File: src/design/zspd_pkg.sv
// shared types and codes for the zero-suppressed pixel decoder
`default_nettype none

package zspd_pkg;

  // frame status codes
  localparam logic [1:0] STATUS_OK    = 2'd0;
  localparam logic [1:0] STATUS_SHORT = 2'd1;
  localparam logic [1:0] STATUS_ABORT = 2'd2;

  // word position within a frame
  localparam logic [2:0] POS_SENSOR     = 3'd0;
  localparam logic [2:0] POS_HDR_LAST   = 3'd3;
  localparam logic [2:0] POS_FIRST_DATA = 3'd4;
  localparam logic [2:0] POS_LATER      = 3'd5;

  typedef struct packed {
    logic [15:0] data_word;
    logic        frame_last;
    logic [5:0]  start_frame;
    logic [9:0]  time_offset;
  } in_item_t;

  typedef struct packed {
    logic       hit_valid;
    logic [5:0] hit_sensor;
    logic [9:0] hit_row;
    logic [7:0] hit_column;
    logic [7:0] hit_charge;
    logic [5:0] hit_start_frame;
    logic [9:0] hit_time_offset;
    logic       dup_warning;
    logic [1:0] frame_status;
    logic       frame_end;
  } result_t;

endpackage

`default_nettype wire

File: src/design/zspd_decode.sv
// frame state and per-word decode logic
`default_nettype none

module zspd_decode (
  input  wire logic              clk_i,
  input  wire logic              rst_ni,
  input  wire logic              advance_i,
  input  wire zspd_pkg::in_item_t item_i,
  output zspd_pkg::result_t      res_o
);

  logic [2:0]  pos_q, pos_d;
  logic [5:0]  sensor_q, sensor_d;
  logic [1:0]  chip_q, chip_d;
  logic [9:0]  row_even_q, row_even_d;
  logic        row_seen_q, row_seen_d;
  logic        aborted_q, aborted_d;
  logic [15:0] prev_q;

  logic [15:0] w;
  logic        frame_start;
  logic        hit;

  assign w           = item_i.data_word;
  assign frame_start = (pos_q == zspd_pkg::POS_SENSOR);

  always_comb begin
    sensor_d   = frame_start ? w[7:2] : sensor_q;
    chip_d     = frame_start ? w[1:0] : chip_q;
    row_even_d = frame_start ? 10'd0 : row_even_q;
    row_seen_d = frame_start ? 1'b0 : row_seen_q;
    aborted_d  = frame_start ? 1'b0 : aborted_q;
    hit        = 1'b0;

    if (pos_q >= zspd_pkg::POS_FIRST_DATA && !aborted_d) begin
      if (!w[15]) begin
        // row word: even row part, common-mode bits dropped
        row_even_d = {w[14:6], 1'b0};
        row_seen_d = 1'b1;
      end else if (!row_seen_d) begin
        aborted_d = 1'b1;
      end else begin
        hit = 1'b1;
      end
    end

    if (item_i.frame_last) begin
      pos_d = zspd_pkg::POS_SENSOR;
    end else if (pos_q < zspd_pkg::POS_LATER) begin
      pos_d = pos_q + 3'd1;
    end else begin
      pos_d = pos_q;
    end
  end

  always_comb begin
    res_o = '0;
    res_o.hit_valid = hit;
    if (hit) begin
      res_o.hit_sensor      = sensor_d;
      res_o.hit_row         = {row_even_d[9:1], w[14]};
      res_o.hit_column      = {chip_d, w[13:8]};
      res_o.hit_charge      = w[7:0];
      res_o.hit_start_frame = item_i.start_frame;
      res_o.hit_time_offset = item_i.time_offset;
    end
    res_o.dup_warning = (pos_q == zspd_pkg::POS_HDR_LAST ||
                         pos_q == zspd_pkg::POS_FIRST_DATA) && (w == prev_q);
    if (aborted_d) begin
      res_o.frame_status = zspd_pkg::STATUS_ABORT;
    end else if (item_i.frame_last && pos_q < zspd_pkg::POS_HDR_LAST) begin
      res_o.frame_status = zspd_pkg::STATUS_SHORT;
    end else begin
      res_o.frame_status = zspd_pkg::STATUS_OK;
    end
    res_o.frame_end = item_i.frame_last;
  end

  always_ff @(posedge clk_i or negedge rst_ni) begin
    if (!rst_ni) begin
      pos_q      <= zspd_pkg::POS_SENSOR;
      sensor_q   <= '0;
      chip_q     <= '0;
      row_even_q <= '0;
      row_seen_q <= 1'b0;
      aborted_q  <= 1'b0;
      prev_q     <= '0;
    end else if (advance_i) begin
      pos_q      <= pos_d;
      sensor_q   <= sensor_d;
      chip_q     <= chip_d;
      row_even_q <= row_even_d;
      row_seen_q <= row_seen_d;
      aborted_q  <= aborted_d;
      prev_q     <= w;
    end
  end

  a_pos_range: assert property (@(posedge clk_i) disable iff (!rst_ni)
    pos_q <= zspd_pkg::POS_LATER)
    else $error("word position beyond saturation");

  a_last_rewinds: assert property (@(posedge clk_i) disable iff (!rst_ni)
    advance_i && item_i.frame_last |=> pos_q == zspd_pkg::POS_SENSOR)
    else $error("frame end did not rewind word position");

  a_abort_sticky: assert property (@(posedge clk_i) disable iff (!rst_ni)
    aborted_q && !frame_start |-> res_o.frame_status == zspd_pkg::STATUS_ABORT)
    else $error("aborted frame reported non-abort status");

endmodule

`default_nettype wire

File: src/design/zero_suppressed_pixel_decoder.sv
// top level of the zero-suppressed pixel frame decoder
// an accepted item waits in the input register; its result goes into the output register
// throughput: one item per cycle unless stalled; one result per item, a single decode pass
// the input register and the output register each advance when the stage after is free
// reset: asynchronous active-low rst_ni clears both valid flags and the frame state
// after reset the next item is taken as word 0 of a new frame
`default_nettype none

module zero_suppressed_pixel_decoder (
  input  wire logic        clk_i,
  input  wire logic        rst_ni,
  // input channel
  input  wire logic        in_valid_i,
  output logic             in_stall_o,
  input  wire logic [15:0] data_word_i,
  input  wire logic        frame_last_i,
  input  wire logic [5:0]  start_frame_i,
  input  wire logic [9:0]  time_offset_i,
  // result channel
  output logic             out_valid_o,
  input  wire logic        out_stall_i,
  output logic             hit_valid_o,
  output logic [5:0]       hit_sensor_o,
  output logic [9:0]       hit_row_o,
  output logic [7:0]       hit_column_o,
  output logic [7:0]       hit_charge_o,
  output logic [5:0]       hit_start_frame_o,
  output logic [9:0]       hit_time_offset_o,
  output logic             dup_warning_o,
  output logic [1:0]       frame_status_o,
  output logic             frame_end_o
);

  // input register stage
  logic               in_vld_q;
  zspd_pkg::in_item_t in_item_q;

  // output register stage
  logic               out_vld_q;
  zspd_pkg::result_t  res_q;
  zspd_pkg::result_t  res_d;

  logic out_free;  // output register can take a new result
  logic in_free;   // input register can take a new item
  logic advance;   // decoded item moves into the output register

  assign out_free = !out_vld_q || !out_stall_i;
  assign advance  = in_vld_q && out_free;
  assign in_free  = !in_vld_q || out_free;

  assign in_stall_o = !in_free;

  // frame state lives in the decoder and steps only when an item is committed
  zspd_decode u_decode (
    .clk_i     (clk_i),
    .rst_ni    (rst_ni),
    .advance_i (advance),
    .item_i    (in_item_q),
    .res_o     (res_d)
  );

  // valid flags
  always_ff @(posedge clk_i or negedge rst_ni) begin
    if (!rst_ni) begin
      in_vld_q  <= 1'b0;
      out_vld_q <= 1'b0;
    end else begin
      if (in_free) begin
        in_vld_q <= in_valid_i;
      end
      if (out_free) begin
        out_vld_q <= in_vld_q;
      end
    end
  end

  // payload registers, no reset needed
  always_ff @(posedge clk_i) begin
    if (in_free && in_valid_i) begin
      in_item_q.data_word   <= data_word_i;
      in_item_q.frame_last  <= frame_last_i;
      in_item_q.start_frame <= start_frame_i;
      in_item_q.time_offset <= time_offset_i;
    end
    if (advance) begin
      res_q <= res_d;
    end
  end

  assign out_valid_o       = out_vld_q;
  assign hit_valid_o       = res_q.hit_valid;
  assign hit_sensor_o      = res_q.hit_sensor;
  assign hit_row_o         = res_q.hit_row;
  assign hit_column_o      = res_q.hit_column;
  assign hit_charge_o      = res_q.hit_charge;
  assign hit_start_frame_o = res_q.hit_start_frame;
  assign hit_time_offset_o = res_q.hit_time_offset;
  assign dup_warning_o     = res_q.dup_warning;
  assign frame_status_o    = res_q.frame_status;
  assign frame_end_o       = res_q.frame_end;

  // a hit only ever comes from a healthy frame
  a_hit_status_ok: assert property (@(posedge clk_i) disable iff (!rst_ni)
    out_vld_q && res_q.hit_valid |-> res_q.frame_status == zspd_pkg::STATUS_OK)
    else $error("hit reported with bad frame status");

  // short-frame status is only given on the frame's last item
  a_short_on_end: assert property (@(posedge clk_i) disable iff (!rst_ni)
    out_vld_q && res_q.frame_status == zspd_pkg::STATUS_SHORT |-> res_q.frame_end)
    else $error("short-frame status without frame end");

  // hit fields are cleared when the item is not a hit
  a_no_hit_zero: assert property (@(posedge clk_i) disable iff (!rst_ni)
    out_vld_q && !res_q.hit_valid |-> res_q.hit_row == '0 && res_q.hit_column == '0 &&
    res_q.hit_charge == '0 && res_q.hit_sensor == '0)
    else $error("hit fields not cleared on non-hit item");

  // an item waiting in the input stage moves on once the output stage is free
  a_no_bubble: assert property (@(posedge clk_i) disable iff (!rst_ni)
    in_vld_q && !out_vld_q |=> out_vld_q)
    else $error("decoded item not moved into output register");

endmodule

`default_nettype wire
File: config.mk
export PLATFORM = sky130hd
export DESIGN_NAME = zero_suppressed_pixel_decoder
export DESIGN_NICKNAME = d
export VERILOG_FILES = /design/src/design/zspd_pkg.sv /design/src/design/zspd_decode.sv /design/src/design/zero_suppressed_pixel_decoder.sv
export SDC_FILE = /design/constraint.sdc
export NUM_CORES = 1
export LEC_CHECK = 0
export ABC_CLOCK_PERIOD_IN_PS = 5700
export BUFFER_PORTS_ARGS = -buffer_cell sky130_fd_sc_hd__buf_2
export CORE_MARGIN = 1
export CORE_UTILIZATION = 49
export DETAILED_ROUTE_END_ITERATION = 6
export PLACE_DENSITY = 0.8
export SLEW_MARGIN = 10
export SYNTH_ARGS = -nofsm -noshare
export SYNTH_HDL_FRONTEND = slang
export SYNTH_HIERARCHICAL = 1
export SYNTH_SLANG_ARGS = --single-unit
File: constraint.sdc
create_clock -name clk_i -period 5.7 [get_ports clk_i]
set_input_delay 1.14 -clock clk_i [delete_from_list [all_inputs] [get_ports clk_i]]
set_output_delay 1.14 -clock clk_i [all_outputs]
set_load 0.01 [all_outputs]
**Yosys cells after proc, flatten, opt, wreduce, memory -nomap -nowiden**

Index checks and enable logic that the tools add are counted.
W data, S select, Z words.

- Register bits: 127
- Input bits: 37
- Output and inout bits: 55
- Word-level logic and storage cells: 64

- Add/subtract/negate cells: 1
- Equality and inequality tests: 3
- Magnitude comparators: 3
- Mux-type cells: 18
- Reduce and logical (&&, ||, !) cells: 16

Operators by type and width:

| operator | count |
|---|---|
| $mux W10 | 3 |
| $eq A16 B16 Y1 | 1 |
| $mux W1 | 11 |
| $mux W3 | 2 |
| $mux W6 | 1 |
| $logic_and A1 B1 Y1 | 5 |
| $logic_not A1 Y1 | 5 |
| $add A3 B1 Y3 const B | 1 |
| $eq A3 B2 Y1 const B | 1 |
| $eq A3 B3 Y1 const B | 1 |
| $ge A3 B3 Y1 const B | 1 |
| $logic_not A3 Y1 | 1 |
| $logic_or A1 B1 Y1 | 3 |
| $lt A3 B2 Y1 const B | 1 |
| $lt A3 B3 Y1 const B | 1 |
| $mux W2 | 1 |
| $reduce_and A2 Y1 | 1 |
| $reduce_bool A2 Y1 | 1 |

**Depth between registers and ports, before layout**

- Depth in word-level cells: 5
- Gate-level depth with buffers: 6

**Modules after synthesis**

The synthesis kept the hierarchy.

Modules (own cells, without submodules):

| module | times used | area an instance (um2) | cells each |
|---|---|---|---|
| zero_suppressed_pixel_decoder | 1 | 2675.1 | 94 |
| zspd_decode | 1 | 2093.3 | 192 |

**Worst setup path after synthesis**

Ideal clock, no wire load.

- Path kind: in2reg
- From: input port out_stall_i
- To: register u_decode.prev_q[10]
- Setup slack: -757 ps
- Data arrival time: 6332 ps
- Required time: 5575 ps
- Stages on the path: 4
- Path through: a21boi_0 > buf_2 > buf_2 > mux2_2

- Cells in the longest elaborated chain, start to end: 3

Ends and longest elaborated chain:

| item | line | text |
|---|---|---|
| start: declaration | zero_suppressed_pixel_decoder.sv:21 | `input wire logic out_stall_i,` |
| $logic_not A1 Y1 | zero_suppressed_pixel_decoder.sv:47 | `assign out_free = !out_vld_q \|\| !out_stall_i;` |
| $logic_or A1 B1 Y1 | zero_suppressed_pixel_decoder.sv:47 |  |
| $logic_and A1 B1 Y1 | zero_suppressed_pixel_decoder.sv:48 | `assign advance = in_vld_q && out_free;` |
| end signal: assignment | zspd_decode.sv:95 | `prev_q <= w;` |
| end: declaration | zspd_decode.sv:18 | `logic [15:0] prev_q;` |

No other way between the ends.
A chain may end at the register's enable or synchronous reset.

**Final worst setup path**

- From: input port out_stall_i
- To: register u_decode.prev_q[12]

- Cells in the longest elaborated chain, start to end: 3

Ends and longest elaborated chain:

| item | line | text |
|---|---|---|
| $logic_not A1 Y1 | zero_suppressed_pixel_decoder.sv:47 |  |
| $logic_or A1 B1 Y1 | zero_suppressed_pixel_decoder.sv:47 |  |
| $logic_and A1 B1 Y1 | zero_suppressed_pixel_decoder.sv:48 |  |
| named net advance | zero_suppressed_pixel_decoder.sv:45 | `logic advance;` |

The timed path passes the listed nets, and every way through them passes these cells.

==> metrics.csv <==
stage,metric,value,unit
critical_path,critPathLaunchType,input pin,
grt,grt_usage,17.56,%
floorplan,ioPinCount,92,
placement,port_buffers,91,
timing,slew-limit-headroom,31.69,%
clock_tree,cts_hold_buf,0,
synth,synth_edf_count,86,
final_layout,final_util,63.23,%
final_layout,nets,424,
timing,max_clock_freq,0.3593,GHz
critical_path,path_class,input pin to flip-flop,
synth,synth_top_area_cell,edfxtp_1,
critical_path,cp.required,6.08,ns
synth,synthCells,286,
synth,yosys_warnings,6,
timing,finalMaxSlewViolations,0,
synth,synth_top_area_share,54.16,%
synth,yosysMostFrequentCell,edfxtp_1,
grt,grt_max_degree,51,
grt,antenna_found_initial,0,
routing,wl,8049,um
clock_tree,cts.sinks,126,
clock_tree,clk_pin_slew,0.06,ns
floorplan,die_area,10130,um2
critical_path,critPathCaptureType,flip-flop,
clock_tree,cts-buffers-inserted,17,
final_layout,drive_gt1_share,39.20,%
clock_tree,root_buffer,clkbuf_8,
synth,syn_nets,325,
clock_tree,worst_skew_pair.late_latency,0.50,ns
power_and_ir_drop,vdd_ir_drop_max,0.2466,mV
timing,period_minus_slack,2.783,ns
routing,drt_iter0_drc,184,
grt,overflow,0,
grt,grt_pass1_wl,12850,um
synth,synthFlopType,edfxtp_1,
critical_path,cp_slowest_cell,a21boi_4,
timing,rsz0062_at_grt,no,
timing,worst_pin_slew,1.022,ns
clock_tree,h-tree-depth,4,
floorplan,die_w,100.6,um
clock_tree,cts_tree,yes,
job,cap_violations,0,
final_layout,antenna_cells,0,
synth,ys_types,34,
grt,grt_pass1_vias,2537,
placement,pre_cts_slack,2.404,ns
power_and_ir_drop,finalPower,2.528,mW
synth,ys_async_sr_fraction,31.75,%
synth,synth.avg_cell_area,16.67,um2
routing,drcViolationCount,0,
synth,synth_commonest_cells,"edfxtp_1, and2_1, dfrtp_1, mux2_2, xnor2_1",
timing,fin_worst_skew,0.008813,ns
synth,synth_area_leaders,"edfxtp_1, dfrtp_1, and2_1, mux2_2, xnor2_1",
timing,finalCritPeriodShare,48.83,%
routing,viasPerCell,4.901,
clock_tree,clock_path_buffers,2,
critical_path,cp_cell_sequence,"buf_2, a21boi_4, buf_4, mux2_2",
critical_path,cp_max_fo,50,
critical_path,critPathMaxStageDelay,0.79,ns
timing,worst_slack,2.917,ns
final_layout,final_area,5898,um2
synth,yosysSeqAreaShare,75.15,%
clock_tree,postCtsSetupBuffers,0,
timing,finalSetupViolCount,0,
timing,tns,0,ns
floorplan,num_rows,35,
routing,wl_per_cell,15.27,um
final_layout,area_delta_synth_final,23.69,%
placement,dpl_cell_area,5326,um2
synth,ys_ff_latch,126,
placement,dpl.hpwl,5078,um
placement,routabilityCongestion,0.7655,
synth,netlist_area,4768,um2
timing,finalHoldViolations,0,
power_and_ir_drop,powerDensity,428.7,nW/um2
floorplan,core-area,9328,um2
routing,vias,2583,
floorplan,chipHeight,100.6,um
critical_path,cp.arrival,3.16,ns
routing,first_pass_iters,4,
power_and_ir_drop,leakage,2.441,nW
floorplan,initial_core_util,51.12,%
hold_path,hold_class,flip-flop to flip-flop,
outcome,status,"finished, final reports clean",
clock_tree,ctsResizeCount,0,
routing,ant_nets,0,
-- cells in the final DEF, fill, tap and decap left out, types with 3 or more instances in the layout --
master / n
and2_1: 49
clkinvlp_4: 3
a21oi_1: 7
clkinv_4: 3
xor2_1: 4
nand2_1: 5
edfxtp_1: 86
mux2_2: 24
nor2_1: 6
inv_1: 4
clkbuf_16: 16
a22o_1: 9
buf_2: 91
dfrtp_1: 40
xnor2_1: 12
-- logic make-up after synthesis --
| family | after synthesis | share of synthesized area, % |
|---|---|---|
| compound gates | 25 | 3.752 |
| simple gates | 75 | 9.709 |
| fa+ha+maj | 2 | 0.5247 |
| flops | 126 | 75.15 |
| xor+xnor | 16 | 2.939 |
| buf+inv | 18 | 2.257 |
| mux | 24 | 5.668 |
-- state kept, by name, indices dropped and copies added, names as in the netlist, 8 cells and up --
register             count
hit_charge_o             8
u_decode/prev_q         16
hit_time_offset_o       10
hit_column_o             8
in_item_q               33
u_decode/row_even_q      9
hit_row_o               10
-- critical path, delay by kind of cell --
| kind | cells | cell delay, ns |
|---|---|---|
| AO/OA/AOI/OAI | 1 | 0.79 |
| multiplexers | 1 | 0.40 |
| buffers and inverters | 2 | 0.81 |
-- stage by stage --
step,hold WS [ns],cells
6_report,0.4973,527
3_3_place_gp,0.4755,495
3_5_place_dp,0.4794,495
4_1_cts,0.4956,527
2_1_floorplan,0.4577,286
5_1_grt,0.5100,527
-- worst paths after layout --
check,from,end,slack (ns),cells past startpoint
max,out_stall_i,u_decode/prev_q[12]$_DFFE_PN0P_,2.92,4
min,u_decode/row_even_q[3]$_DFFE_PN0P_,u_decode/row_even_q[3]$_DFFE_PN0P_,0.50,1
max reg2reg,out_valid_o$_DFFE_PN0P_,u_decode/prev_q[12]$_DFFE_PN0P_,3.21,3
min reg2reg,u_decode/row_even_q[3]$_DFFE_PN0P_,u_decode/row_even_q[3]$_DFFE_PN0P_,0.50,1
max in group asynchronous,rst_ni,u_decode/row_even_q[4]$_DFFE_PN0P_,4.34,1
min in group asynchronous,rst_ni,u_decode/prev_q[0]$_DFFE_PN0P_,0.78,1
-- metal layers --
metal	share of wire [%]	GRT usage, %
met5	0	0
met4	1.3	6.243
met3	5.0	6.103
met2	48	27.61
met1	46	22.86
-- report_power, final --
part | leakage [nW] | internal (mW) | total [mW] | switching (mW)
clock network | 0.272 | 0.634 | 1.02 | 0.382
logic | 0.831 | 0.146 | 0.302 | 0.156
registers | 1.34 | 1.13 | 1.21 | 0.0839
-- cell type report --
class	instances	area (um2)
Clock inverter	13	140.1
Timing Repair Buffer	93	470.5
Inverter	5	21.27
Clock buffer	19	431.7
Fill cell	689	3430
Sequential cell	126	3583
Tap cell	129	161.4
Multi-Input combinational cell	142	1090
Power figures use the tool's default switching activity.
